==> src/hdl/prs_pkg.sv <==
// ----------------------------------------------------------------------------
// prs_pkg
// Shared types and constants of the polyphase resampler.
// ----------------------------------------------------------------------------
package prs_pkg;

  localparam int MODE_W     = 2;
  localparam int CIDX_W     = 6;
  localparam int CFG_IDX_W  = 2;
  localparam int CFG_DATA_W = 7;
  localparam int RES_LIMIT  = 64;
  localparam int CNT_W      = $clog2(RES_LIMIT + 1);

  localparam logic [MODE_W-1:0] MODE_LOAD   = 2'd0;
  localparam logic [MODE_W-1:0] MODE_SAMPLE = 2'd1;
  localparam logic [MODE_W-1:0] MODE_END    = 2'd2;

  localparam logic [CFG_IDX_W-1:0] REG_INTERP = 2'd0;
  localparam logic [CFG_IDX_W-1:0] REG_DECIM  = 2'd1;
  localparam logic [CFG_IDX_W-1:0] REG_TAPS   = 2'd2;
  localparam logic [CFG_IDX_W-1:0] REG_ALIGN  = 2'd3;

  typedef enum logic [2:0] {
    S_IDLE,
    S_ALIGN,
    S_CHECK,
    S_MAC,
    S_PUT,
    S_PAD,
    S_FLUSH
  } state_t;

  typedef struct packed {
    logic clr;
    logic en;
  } mac_ctl_t;

endpackage

==> src/hdl/prs_ram.sv <==
// ----------------------------------------------------------------------------
// prs_ram
// Generic single write port RAM with one registered read port.
// ----------------------------------------------------------------------------
module prs_ram #(
  parameter int WIDTH = 16,
  parameter int DEPTH = 64
) (
  input  logic                                   clk,
  input  logic                                   we,
  input  logic [(DEPTH > 1 ? $clog2(DEPTH) : 1)-1:0] waddr,
  input  logic [WIDTH-1:0]                       wdata,
  input  logic [(DEPTH > 1 ? $clog2(DEPTH) : 1)-1:0] raddr,
  output logic [WIDTH-1:0]                       rdata
);

  logic [WIDTH-1:0] mem [DEPTH];

  always_ff @(posedge clk) begin
    if (we) begin
      mem[waddr] <= wdata;
    end
    rdata <= mem[raddr];
  end

endmodule

==> src/hdl/prs_mac.sv <==
// ----------------------------------------------------------------------------
// prs_mac
// Shared multiply-accumulate unit with round half up and saturation.
// ----------------------------------------------------------------------------
module prs_mac #(
  parameter int SW    = 16,
  parameter int CW    = 18,
  parameter int ACC_W = 42
) (
  input  logic                  clk,
  input  logic                  rst,
  input  prs_pkg::mac_ctl_t     ctl,
  input  logic signed [CW-1:0]  coef,
  input  logic signed [SW-1:0]  samp,
  output logic                  busy,
  output logic signed [SW-1:0]  result,
  output logic                  sat
);
  import prs_pkg::*;

  localparam int FRAC = CW - 4;
  localparam logic signed [ACC_W-1:0] HI = (ACC_W'(1) <<< (SW - 1)) - ACC_W'(1);
  localparam logic signed [ACC_W-1:0] LO = -HI - ACC_W'(1);

  logic signed [SW+CW-1:0] prod;
  logic                    prod_v;
  logic signed [ACC_W-1:0] acc;
  logic signed [ACC_W-1:0] rnd;
  logic signed [ACC_W-1:0] q;

  always_ff @(posedge clk) begin
    prod <= coef * samp;
    if (rst) begin
      prod_v <= 1'b0;
    end else begin
      prod_v <= ctl.en;
    end
    if (ctl.clr) begin
      acc <= '0;
    end else if (prod_v) begin
      acc <= acc + ACC_W'(prod);
    end
  end

  always_comb begin
    rnd = acc + (ACC_W'(1) <<< (FRAC - 1));
    q   = rnd >>> FRAC;
    sat = 1'b0;
    result = SW'(q);
    if (q > HI) begin
      result = SW'(HI);
      sat    = 1'b1;
    end else if (q < LO) begin
      result = SW'(LO);
      sat    = 1'b1;
    end
  end

  assign busy = prod_v;

endmodule

==> src/hdl/polyphase_resampler.sv <==
// ----------------------------------------------------------------------------
// polyphase_resampler
// Rational L/M resampler: upsample, FIR filter and decimate on one shared MAC.
// ----------------------------------------------------------------------------
// Load item: the coefficient is written on acceptance. Sample or end item:
// S_ALIGN setup, then per output S_CHECK, S_MAC over the taps of its phase and
// S_PUT, then S_FLUSH to close; the single MAC takes one tap per cycle, and no new item is taken before S_IDLE.
// Results wait in a one-word pending stage; a full output stalls the MAC loop.
// Reset (synchronous): registers to defaults, counters and fill count cleared;
// history is masked by the fill count, coefficients are undefined until loaded.
module polyphase_resampler #(
  parameter int MAX_TAPS     = 64,
  parameter int MAX_FACTOR   = 16,
  parameter int SAMPLE_WIDTH = 16,
  parameter int COEF_WIDTH   = 18
) (
  input  logic clk,
  input  logic rst,
  input  logic s_tvalid,
  output logic s_tready,
  // coef_index, coef_value, sample
  input  logic [((prs_pkg::CIDX_W + COEF_WIDTH + SAMPLE_WIDTH + 7) / 8) * 8 - 1:0] s_tdata,
  // mode
  input  logic [prs_pkg::MODE_W-1:0] s_tuser,
  output logic m_tvalid,
  input  logic m_tready,
  // result
  output logic [((SAMPLE_WIDTH + 7) / 8) * 8 - 1:0] m_tdata,
  // saturated, signal_end
  output logic [1:0] m_tuser,
  output logic m_tlast,
  input  logic cfg_valid,
  output logic cfg_ready,
  input  logic [prs_pkg::CFG_IDX_W-1:0]  cfg_index,
  input  logic [prs_pkg::CFG_DATA_W-1:0] cfg_data
);
  import prs_pkg::*;

  localparam int AW    = MAX_TAPS > 1 ? $clog2(MAX_TAPS) : 1;
  localparam int PW    = $clog2(MAX_TAPS + 1);
  localparam int FW    = $clog2(MAX_FACTOR + 1);
  localparam int KW    = $clog2(MAX_TAPS + 2 * MAX_FACTOR + 2) + 1;
  localparam int NW    = 32 + FW;
  localparam int ACC_W = SAMPLE_WIDTH + COEF_WIDTH + AW + 2;
  localparam int OUT_W = ((SAMPLE_WIDTH + 7) / 8) * 8;
  localparam logic [COEF_WIDTH-1:0] UNIT_COEF = COEF_WIDTH'(1) << (COEF_WIDTH - 4);

  state_t state, state_next;

  logic [4:0] interp_factor, decim_factor;
  logic [6:0] tap_count;
  logic       align_enable;

  logic [FW-1:0] lf, mf;
  logic [PW-1:0] pf, gd;

  logic [CIDX_W-1:0]       in_idx;
  logic [COEF_WIDTH-1:0]   in_coef;
  logic [SAMPLE_WIDTH-1:0] in_samp;
  logic                    accept;

  logic           is_end, padding, keep;
  logic [4:0]     off;
  logic [31:0]    seen, done_cnt;
  logic [PW-1:0]  fill, h;
  logic [AW-1:0]  newest;
  logic [KW-1:0]  pos, k, al;
  logic [PW-1:0]  st;
  logic [NW-1:0]  nl;
  logic [CNT_W-1:0] cnt;

  logic rd_v, rd_hv, rd_k0;
  logic iss, settled, out_free, idx_ge, in_win;
  logic word_load;

  logic signed [SAMPLE_WIDTH-1:0] cand, pend, res_q;
  logic cand_sat, pend_sat, pend_v, res_sat, last_q, send_q;

  mac_ctl_t mac_ctl;
  logic mac_busy, mac_sat;
  logic signed [SAMPLE_WIDTH-1:0] mac_res;
  logic signed [COEF_WIDTH-1:0]   mac_coef;
  logic signed [SAMPLE_WIDTH-1:0] mac_samp;

  logic                    coef_we, hist_we;
  logic [AW-1:0]           coef_waddr, coef_raddr, hist_waddr, hist_raddr;
  logic [COEF_WIDTH-1:0]   coef_rdata;
  logic [SAMPLE_WIDTH-1:0] hist_rdata;

  assign in_idx  = s_tdata[CIDX_W-1:0];
  assign in_coef = s_tdata[CIDX_W +: COEF_WIDTH];
  assign in_samp = s_tdata[CIDX_W + COEF_WIDTH +: SAMPLE_WIDTH];
  assign accept  = s_tvalid && s_tready;

  assign lf = (interp_factor == '0) ? FW'(1) :
              ((32'(interp_factor) > MAX_FACTOR) ? FW'(MAX_FACTOR) : FW'(interp_factor));
  assign mf = (decim_factor == '0) ? FW'(1) :
              ((32'(decim_factor) > MAX_FACTOR) ? FW'(MAX_FACTOR) : FW'(decim_factor));
  assign pf = (tap_count == '0) ? PW'(1) :
              ((32'(tap_count) > MAX_TAPS) ? PW'(MAX_TAPS) : PW'(tap_count));
  assign gd = (pf - PW'(1)) >> 1;

  assign iss      = (k < KW'(pf)) && (32'(h) < MAX_TAPS);
  assign settled  = !iss && !rd_v && !mac_busy;
  assign out_free = !m_tvalid || m_tready;
  assign idx_ge   = done_cnt >= 32'(st);
  assign in_win   = (NW'(done_cnt - 32'(st)) * NW'(mf)) < nl;

  // next state
  always_comb begin
    state_next = state;
    unique case (state)
      S_IDLE: begin
        if (accept) begin
          if (s_tuser == MODE_SAMPLE) begin
            state_next = S_ALIGN;
          end else if (s_tuser == MODE_END) begin
            state_next = (seen != '0) ? S_ALIGN : S_FLUSH;
          end
        end
      end
      S_ALIGN: begin
        if (al >= KW'(gd)) state_next = S_CHECK;
      end
      S_CHECK: begin
        if (!is_end) begin
          state_next = (pos < KW'(lf)) ? S_MAC : S_FLUSH;
        end else if (pos + KW'(2) <= KW'(pf)) begin
          state_next = S_MAC;
        end else begin
          state_next = align_enable ? S_PAD : S_FLUSH;
        end
      end
      S_MAC: begin
        if (settled) state_next = S_PUT;
      end
      S_PUT: begin
        if (32'(cnt) >= RES_LIMIT || !keep || !pend_v || out_free) begin
          state_next = padding ? S_PAD : S_CHECK;
        end
      end
      S_PAD: begin
        state_next = (in_win && 32'(cnt) < RES_LIMIT) ? S_PUT : S_FLUSH;
      end
      S_FLUSH: begin
        if (!pend_v || out_free) state_next = S_IDLE;
      end
      default: state_next = S_IDLE;
    endcase
  end

  // outputs
  always_comb begin
    s_tready    = (state == S_IDLE);
    cfg_ready   = 1'b1;
    mac_ctl.clr = (state == S_CHECK);
    mac_ctl.en  = rd_v;
    coef_we     = accept && (s_tuser == MODE_LOAD) && (32'(in_idx) < MAX_TAPS);
    coef_waddr  = AW'(in_idx);
    hist_we     = accept && (s_tuser == MODE_SAMPLE);
    hist_waddr  = newest + AW'(1);
    coef_raddr  = k[AW-1:0];
    hist_raddr  = newest - AW'(h);
    mac_coef    = rd_k0 ? UNIT_COEF : '0;
    if (tap_count != '0) mac_coef = coef_rdata;
    mac_samp    = rd_hv ? hist_rdata : '0;
    m_tdata     = OUT_W'(unsigned'(res_q));
    m_tuser     = {send_q, res_sat};
    m_tlast     = last_q;
    word_load   = pend_v && out_free &&
                  ((state == S_PUT && 32'(cnt) < RES_LIMIT && keep) || (state == S_FLUSH));
  end

  always_ff @(posedge clk) begin
    if (rst) begin
      state <= S_IDLE;
    end else begin
      state <= state_next;
    end
  end

  always_ff @(posedge clk) begin
    if (rst) begin
      interp_factor <= 5'd1;
      decim_factor  <= 5'd1;
      tap_count     <= '0;
      align_enable  <= 1'b0;
      off      <= '0;
      seen     <= '0;
      fill     <= '0;
      done_cnt <= '0;
      newest   <= '0;
      pend_v   <= 1'b0;
      m_tvalid <= 1'b0;
      rd_v     <= 1'b0;
      cnt      <= '0;
    end else begin
      if (cfg_valid) begin
        unique case (cfg_index)
          REG_INTERP: interp_factor <= cfg_data[4:0];
          REG_DECIM:  decim_factor  <= cfg_data[4:0];
          REG_TAPS:   tap_count     <= cfg_data;
          REG_ALIGN:  align_enable  <= cfg_data[0];
          default: ;
        endcase
      end
      if (word_load) begin
        m_tvalid <= 1'b1;
      end else if (m_tvalid && m_tready) begin
        m_tvalid <= 1'b0;
      end
      rd_v  <= (state == S_MAC) && iss;
      rd_hv <= h < fill;
      rd_k0 <= (k == '0);

      unique case (state)
        S_IDLE: begin
          if (accept) begin
            is_end  <= (s_tuser == MODE_END);
            cnt     <= '0;
            padding <= 1'b0;
            al      <= '0;
            st      <= '0;
            nl      <= NW'(seen) * NW'(lf);
            pos     <= KW'(off);
            if (s_tuser == MODE_SAMPLE) begin
              seen   <= seen + 32'd1;
              newest <= newest + AW'(1);
              if (32'(fill) < MAX_TAPS) fill <= fill + PW'(1);
            end
          end
        end
        S_ALIGN: begin
          if (al < KW'(gd)) begin
            al <= al + KW'(mf);
            st <= st + PW'(1);
          end
        end
        S_CHECK: begin
          k    <= is_end ? pos + KW'(lf) : pos;
          h    <= '0;
          keep <= is_end ? (!align_enable || (idx_ge && in_win)) : (!align_enable || idx_ge);
          if (!is_end && pos >= KW'(lf)) off <= 5'(pos - KW'(lf));
          if (is_end && pos + KW'(2) > KW'(pf)) begin
            padding <= 1'b1;
            if (!idx_ge) done_cnt <= 32'(st);
          end
        end
        S_MAC: begin
          if (iss) begin
            k <= k + KW'(lf);
            h <= h + PW'(1);
          end
          cand     <= mac_res;
          cand_sat <= mac_sat;
        end
        S_PUT: begin
          if (32'(cnt) >= RES_LIMIT || !keep || !pend_v || out_free) begin
            if (32'(cnt) < RES_LIMIT && keep) begin
              if (pend_v) begin
                res_q    <= pend;
                res_sat  <= pend_sat;
                last_q   <= 1'b0;
                send_q   <= 1'b0;
              end
              pend     <= cand;
              pend_sat <= cand_sat;
              pend_v   <= 1'b1;
              cnt      <= cnt + CNT_W'(1);
            end
            done_cnt <= done_cnt + 32'd1;
            if (!padding) pos <= pos + KW'(mf);
          end
        end
        S_PAD: begin
          cand     <= '0;
          cand_sat <= 1'b0;
          keep     <= 1'b1;
        end
        S_FLUSH: begin
          if (!pend_v || out_free) begin
            if (pend_v) begin
              res_q    <= pend;
              res_sat  <= pend_sat;
              last_q   <= 1'b1;
              send_q   <= is_end;
              pend_v   <= 1'b0;
            end
            if (is_end) begin
              seen     <= '0;
              fill     <= '0;
              off      <= '0;
              done_cnt <= '0;
            end
          end
        end
        default: ;
      endcase
    end
  end

  prs_ram #(.WIDTH(COEF_WIDTH), .DEPTH(MAX_TAPS)) u_coef_ram (
    .clk   (clk),
    .we    (coef_we),
    .waddr (coef_waddr),
    .wdata (in_coef),
    .raddr (coef_raddr),
    .rdata (coef_rdata)
  );

  prs_ram #(.WIDTH(SAMPLE_WIDTH), .DEPTH(1 << AW)) u_hist_ram (
    .clk   (clk),
    .we    (hist_we),
    .waddr (hist_waddr),
    .wdata (in_samp),
    .raddr (hist_raddr),
    .rdata (hist_rdata)
  );

  prs_mac #(.SW(SAMPLE_WIDTH), .CW(COEF_WIDTH), .ACC_W(ACC_W)) u_mac (
    .clk    (clk),
    .rst    (rst),
    .ctl    (mac_ctl),
    .coef   (mac_coef),
    .samp   (mac_samp),
    .busy   (mac_busy),
    .result (mac_res),
    .sat    (mac_sat)
  );

  a_idle_no_pend: assert property (@(posedge clk) disable iff (rst)
    (state == S_IDLE) |-> !pend_v)
    else $error("pending word left over after item");

  a_cnt_limit: assert property (@(posedge clk) disable iff (rst)
    32'(cnt) <= RES_LIMIT)
    else $error("result count above limit");

  a_fill_limit: assert property (@(posedge clk) disable iff (rst)
    32'(fill) <= MAX_TAPS)
    else $error("history fill count above depth");

  a_mac_quiet: assert property (@(posedge clk) disable iff (rst)
    (state == S_PUT) |-> (!rd_v && !mac_busy))
    else $error("MAC still busy while result is taken");

endmodule
==> config.mk <==
export PLATFORM = sky130hd
export DESIGN_NAME = polyphase_resampler
export DESIGN_NICKNAME = d
export VERILOG_FILES = /design/src/hdl/prs_pkg.sv /design/src/hdl/prs_ram.sv /design/src/hdl/prs_mac.sv /design/src/hdl/polyphase_resampler.sv
export SDC_FILE = /design/constraint.sdc
export NUM_CORES = 2
export LEC_CHECK = 0
export ABC_AREA = 1
export BUFFER_PORTS_ARGS = -buffer_cell sky130_fd_sc_hd__buf_4
export CAP_MARGIN = 20
export CELL_PAD_IN_SITES_DETAIL_PLACEMENT = 1
export CELL_PAD_IN_SITES_GLOBAL_PLACEMENT = 2
export CORE_MARGIN = 2
export CORE_UTILIZATION = 35
export CTS_BUF_LIST = sky130_fd_sc_hd__clkbuf_16
export DETAILED_ROUTE_END_ITERATION = 10
export PLACE_DENSITY = 0.77
export SLEW_MARGIN = 20
export SYNTH_ARGS = -nofsm -noshare
export SYNTH_HDL_FRONTEND = slang
export SYNTH_HIERARCHICAL = 1
export SYNTH_SLANG_ARGS = --single-unit
==> constraint.sdc <==
create_clock -name clk -period 20.5 [get_ports clk]
set_input_delay 1.025 -clock clk [delete_from_list [all_inputs] [get_ports clk]]
set_output_delay 1.025 -clock clk [all_outputs]
set_load 0.01 [all_outputs]
=== Word level (Yosys, flattened, before mapping) ===
Memory sizes are Yosys's and may differ from the RTL's. A register that Yosys moved wholly into a read port is not among the register bits.
Cells that the tools add are included.

* Logic and storage cells: 284
* Memories: 2
* Bits in writable memories: 2176
* Output and inout port bits: 22
* Input bits: 56
* Latch bits: 0
* ROM bits: 0
* Register bits: 323

* Add/sub/neg operators: 18
* $lt $le $gt $ge: 19
* Multiply operators: 3
* Shift-type cells: 0
* Multiplexer cells: 101
* Reduce and logical (&&, ||, !) cells: 75
* Bitwise gates (word level): 1
* Eq/ne operators: 29
* Div/mod/pow operators: 0

{| class="wikitable"
|+ Memory list
! name !! depth !! bits a word !! rd ports !! clocked after memory_dff !! write ports !! line !! text
|-
| u_coef_ram.mem || 64 || 18 || 1 || 1 || 1 || prs_ram.sv:17 || <nowiki>logic [WIDTH-1:0] mem [DEPTH];</nowiki>
|-
| u_hist_ram.mem || 64 || 16 || 1 || 1 || 1 || prs_ram.sv:17 ||
|}

{| class="wikitable"
|+ Operators by type and width
! cell !! count
|-
| 32-bit 2-to-1 mux || 7
|-
| 16-bit 2-to-1 mux || 7
|-
| 32-bit one-hot mux with 3 select lines || 1
|-
| 7-bit 2-to-1 mux || 12
|-
| 32-bit by 1-bit adder with 32-bit output (second input constant) || 2
|-
| 16-bit one-hot mux with 2 select lines || 2
|-
| 32-bit one-hot mux with 2 select lines || 1
|-
| 8-bit 2-to-1 mux || 7
|-
| 7-bit one-hot mux with 2 select lines || 4
|-
| 8-bit one-hot mux with 2 select lines || 3
|-
| 42-bit by 15-bit adder with 42-bit output (second input constant) || 1
|-
| 42-bit by 34-bit adder with 42-bit output || 1
|-
| 37-bit < comparator || 1
|-
| 32-bit by 5-bit multiplier with 37-bit output || 1
|-
| 37-bit by 5-bit multiplier with 37-bit output || 1
|-
| 3-bit 2-to-1 mux || 12
|-
| 5-bit 2-to-1 mux || 7
|-
| 18-bit by 16-bit multiplier with 34-bit output || 1
|-
| 32-bit by 7-bit subtractor with 33-bit output || 1
|-
| 8-bit by 5-bit adder with 8-bit output || 4
|-
| 32-bit by 7-bit greater-or-equal comparator with 1-bit output || 1
|-
| 32-bit nonzero test || 1
|-
| 7-bit by 1-bit adder with 7-bit output (second input constant) || 4
|-
| 28-bit by 16-bit greater-than comparator with 1-bit output (second input constant) || 1
|-
| other kinds (51) || 163
|}

=== Logic depth before layout (Yosys ltp) ===
* Depth in word-level cells: 10
* Gate-level depth with buffers: 42
* Gate-level depth less buffers: 42

=== Cells and area by module ===
Netlist, hierarchy kept.

{| class="wikitable"
|+ By module, submodules not included
! module !! cells an instance !! times used !! area an instance (sq um) !! seq. area each (sq um)
|-
| prs_ram (u_coef_ram) || 3960 || 1 || 47289.1 || 34953.5
|-
| prs_ram (u_hist_ram) || 3517 || 1 || 42099.1 || 31069.8
|-
| polyphase_resampler || 3532 || 1 || 25709.7 || 6256.0
|-
| prs_mac || 2608 || 1 || 17797.1 || 1541.5
|}

=== Worst setup path after synthesis ===
OpenSTA, ideal clock, no wires.

* Kind: register to register
* Start: register rd_hv
* End: register u_mac.prod[33]
* Cell stages (with the launch flop): 26
* Required time: 20.380 ns
* Setup slack: 14.076 ns
* Path buffers: 4
* Library setup time: 0.120 ns
* Arrival time: 6.304 ns
* Period minus slack after synthesis: 6.424 ns
* Cell sequence: edfxtp_1 clkbuf_1 clkbuf_1 nand2_1 inv_1 clkbuf_1 clkbuf_1 nand2_1 fa_1 inv_1 fa_1 inv_1 fa_1 inv_1 fa_1 fa_1 inv_1 fa_1 inv_1 ha_1 nand2_1 nor2_1 nand2_1 nor3_1 a21oi_1 xnor2_1

* Cells in the longest elaborated chain, start to end: 2

{| class="wikitable"
|+ Ends and longest elaborated chain
! element !! line !! text
|-
| from (decl) || polyphase_resampler.sv:72 || <nowiki>logic rd_v, rd_hv, rd_k0;</nowiki>
|-
| from (signal assigned) || polyphase_resampler.sv:213 || <nowiki>rd_hv <= h < fill;</nowiki>
|-
| 16-bit 2-to-1 mux || polyphase_resampler.sv:166 || <nowiki>mac_samp = rd_hv ? hist_rdata : '0;</nowiki>
|-
| named net mac_samp[5] || polyphase_resampler.sv:83 || <nowiki>logic signed [SAMPLE_WIDTH-1:0] mac_samp;</nowiki>
|-
| 18-bit by 16-bit multiplier with 34-bit output || prs_mac.sv:32 || <nowiki>prod <= coef * samp;</nowiki>
|-
| to (signal assigned) || prs_mac.sv:32 ||
|-
| to (decl) || prs_mac.sv:25 || <nowiki>logic signed [SW+CW-1:0] prod;</nowiki>
|}

The timed path passes the listed nets, and every way through them passes these cells.
A chain may end at the register's enable or synchronous reset.

=== Worst setup path after layout ===
* Start: register done_cnt[0]
* End: register keep, data pin

* Cells in the longest elaborated chain, start to end: 7
* Elaborated cells on any way between the ends: 9
* Those cells by class: add/sub (1); mul (1); order compare (2); mux (2); reduce/logical (3)

{| class="wikitable"
|+ Ends and longest elaborated chain
! element !! line !! text
|-
| from (decl) || polyphase_resampler.sv:64 || <nowiki>logic [31:0] seen, done_cnt;</nowiki>
|-
| from (signal assigned) || polyphase_resampler.sv:246 || <nowiki>if (!idx_ge) done_cnt <= 32'(st);</nowiki>
|-
| from (signal assigned) || polyphase_resampler.sv:271 || <nowiki>done_cnt <= done_cnt + 32'd1;</nowiki>
|-
| 32-bit by 7-bit subtractor with 33-bit output || polyphase_resampler.sv:107 || <nowiki>assign in_win = (NW'(done_cnt - 32'(st)) * NW'(mf)) < nl;</nowiki>
|-
| 37-bit by 5-bit multiplier with 37-bit output || polyphase_resampler.sv:107 ||
|-
| 37-bit < comparator || polyphase_resampler.sv:107 ||
|-
| 1-bit logical AND || polyphase_resampler.sv:242 || <nowiki>keep <= is_end ? (!align_enable || (idx_ge && in_win)) : (!align_enable || idx_ge);</nowiki>
|-
| 1-bit logical OR || polyphase_resampler.sv:242 ||
|-
| 1-bit 2-to-1 mux (*) || polyphase_resampler.sv:242 ||
|-
| 1-bit one-hot mux with 2 select lines (*) || polyphase_resampler.sv:216 || <nowiki>unique case (state)</nowiki>
|-
| to (signal assigned) || polyphase_resampler.sv:242 ||
|-
| to (decl) || polyphase_resampler.sv:62 || <nowiki>logic is_end, padding, keep;</nowiki>
|}

Mark *: on every way between the ends. The rest lies on a longest branch, timed or not.

==> flow_summary_export.csv <==
group,metric,value,unit
timing,min_period,7.682,ns
routing,wl_per_cell,21.58,um
timing,worst_slack,12.82,ns
global_route,grt_pass1_vias,98740,
status,outcome,"completed",
setup_path,cpMaxStageDelayCell,"fa_1",
synthesis,synthMuxAreaShare,0.008473,%
synthesis,synth.distinct_cells,68,
synthesis,synth_cells,13620,
worst_hold_path,hp-start,"rst",
setup_path,critPathCaptureType,"flip-flop",
cts,clockBufferDepth,4,
floorplan,dieArea,384600,um^2
worst_hold_path,whs_path_depth,2,
setup_path,path_class,"flip-flop to flip-flop",
worst_hold_path,hp-class,"input pin to flip-flop",
routing,wl,406.5,mm
timing,worst_slew_pin_slew,1.345,ns
setup_path,cp_common_cell,"nand2_1",
setup_path,r2r_slack,12.82,ns
synthesis,synth_nets,14480,
place,io_buffers,76,
global_route,grt_pass1_wl,619.8,mm
routing,route.detailed.drc,0,
cells_and_area,drive_above_1_share,6.527,%
routing,ant_nets,0,
cts,htreeDepth,5,
floorplan,die-height,620.2,um
synthesis,syn-cell-area,132900,um^2
synthesis,synth_edf_count,2309,
routing,vias,95870,
routing,drtIter0Drc,6968,
timing,fin_tns_setup,0,ns
cells_and_area,fillers,42630,
setup_path,cp_slowest_stage_delay,0.55,ns
synthesis,synth_top_family_by_area,"simple AND/OR/NAND/NOR gates",
place,post-place-ws,12.75,ns
global_route,grt_max_degree,210,
synthesis,yosysSeqAreaShare,55.55,%
pwr,pwr_density_cell,127.3,nW/um^2
timing,hold_viol,0,
setup_path,reg2reg_depth,37,
place,hpwl,255.9,mm
setup_path,r2r_start,"done_cnt[0]",
place,place.gp.congestion,0.8303,
global_route,overflow,0,
global_route,track_usage,20.93,%
timing,period_share,37.47,%
setup_path,cp_max_fo,6,
cts,cts_setup_buffers,0,
floorplan,rows,226,
setup_path,cp_data_arrival_time,8.29,ns
synthesis,yosysWarnings,6,
synthesis,synth_xor_area_share,1.317,%
global_route,antenna_found_initial,6,
cts,holdBufCountCts,0,
cts,cts_tree,"done",
floorplan,die_w,620.2,um
setup_path,critPathBufInv,4,
setup_path,reg2reg_to,"keep",
setup_path,critPathTopFamily,"adder cells",
cts,cts_buffers,296,
synthesis,async_flop_share,0,%
timing,final_max_slew_viol_count,0,
run,cap_violations,0,
routing,dr.pass1.iters,7,
setup_path,cp-start-kind,"flip-flop",
routing,viasPerCell,5.091,
cts,path_clk_slew,0.07,ns
timing,max-slew-margin-rel,10.36,%
timing,fmax,130.2,MHz
timing,setup_viol,0,
cts,root_buffer,"clkbuf_16",
synthesis,synth-simple-area-share,23.40,%
floorplan,ios,78,
pwr,p_leak,60.24,nW
timing,rsz0062_at_grt,"no",
floorplan,core_area,378300,um^2
synthesis,synth_ff_type,"edfxtp_1",
pwr,ir_worst_vdd,99.03,uV
cts,clock_sinks,2533,
setup_path,crit_start,"done_cnt[0]",
synthesis,ys_ff_latch,2533,
timing,clock_skew,0.1244,ns
cts,cts_resized,0,
synthesis,synth_fa_ha_area_share,10.33,%
cells_and_area,final_nets,14430,
synthesis,syn_area_per_cell,9.759,um^2
floorplan,initial_core_util,35.13,%
setup_path,required,21.10,ns
worst_hold_path,min_to,"seen[27]",
cts,insertion_delay,0.96,ns
synthesis,synth_compound_area_share,2.750,%
cells_and_area,area_delta_synth_final,11.18,%
-- logic make-up (layout without fill, tap and decap cells) --
kind of cell | Yosys count | count (layout)
simple gates | 7399 | 7399
flops | 2533 | 2533
buf+inv | 2007 | 2195
fa+ha+maj | 806 | 806
compound gates | 671 | 671
xor+xnor | 199 | 199
other cells | 1 | 12
mux | 1 | 1
-- sequential cells by signal, summed over array words and instances (netlist names), 18 cells and up --
signal,flops
done_cnt,32
nl,37
seen,32
u_coef_ram/mem,1152
u_coef_ram/rdata,18
u_hist_ram/mem,1024
u_mac/acc,42
u_mac/prod,34
-- cell usage after synthesis (all sizes together), types with 22 or more instances --
master / n / area, um^2
nand2: 4200 / 15810
edfxtp: 2309 / 69340
nand3: 2052 / 10310
inv: 1349 / 5081
nor2: 887 / 3401
fa: 486 / 9729
buf: 453 / 2978
a21oi: 328 / 1660
ha: 320 / 4004
o21ai: 227 / 1140
dfxtp: 224 / 4484
clkbuf: 195 / 732.0
xor2: 156 / 1374
nand4: 101 / 631.9
nor3: 87 / 455.4
xnor2: 43 / 376.6
or2: 29 / 181.4
o21bai: 27 / 202.7
nor4: 22 / 143.9
-- stage by stage --
step	total power, W	instance area, um^2	hold WS, ns	utilization [%]	std cells
6_report	0.01881	147800	0.3109	39.05	18830
2_1_floorplan	0.01132	132900	0.4003	-	13620
3_3_place_gp	0.01372	138200	0.3988	36.53	18280
3_5_place_dp	0.01382	138200	0.4061	36.53	18280
5_1_grt	0.02016	147700	0.2838	39.05	18830
4_1_cts	0.01902	147600	0.2470	39.02	18820
-- metal layers --
metal,track usage (%),wire length (um),vias to the layer above
met3,1.765,15880,515
met1,29.45,188500,48510
li1,-,-,45010
met4,5.340,10390,0
met2,34.75,191700,1837
met5,0,0,-
-- report_power, final --
group	switching (W)	internal [W]	leakage [nW]
registers	0.000108	0.00582	22.6
logic	0.00536	0.00239	32.8
clock network	0.00217	0.00297	4.79
total	0.00764	0.0112	60.2
-- layout by cell type, fill, tap and decap left out, types with 79 or more instances in the layout --
cell type and instances:
nor2_1 799, buf_4 288, a21oi_1 324, clkinv_1 83, fa_1 486, clkbuf_16 308, edfxtp_1 2309, nor2_2 79
nand2_1 4188, nand3_1 2046, inv_1 1376, dfxtp_1 223, ha_1 320, xor2_1 152, nor3_1 80, nand4_1 101
o21ai_0 219
-- how the worst max path moves through the flow --
stage,to,slack (ns),cells past startpoint
floorplan,u_mac/prod[33],14.08,25
global placement,keep,12.94,37
detailed placement,keep,12.75,37
CTS,keep,12.72,37
global route,keep,12.14,37
finish,keep,12.82,37
-- layout make-up --
type / instances / area (um^2) / area share, %
antenna: 11 / 27.53 / 0.01863
clock buffer: 308 / 7707 / 5.216
timing repair buffer: 302 / 2436 / 1.649
inverter: 1359 / 5187 / 3.511
tap: 5016 / 6276 / 4.248
clock inverter: 226 / 1698 / 1.149
multi-input combinational: 9077 / 50600 / 34.24
sequential: 2533 / 73820 / 49.96
Note: power is estimated with default switching activity, not from simulation.
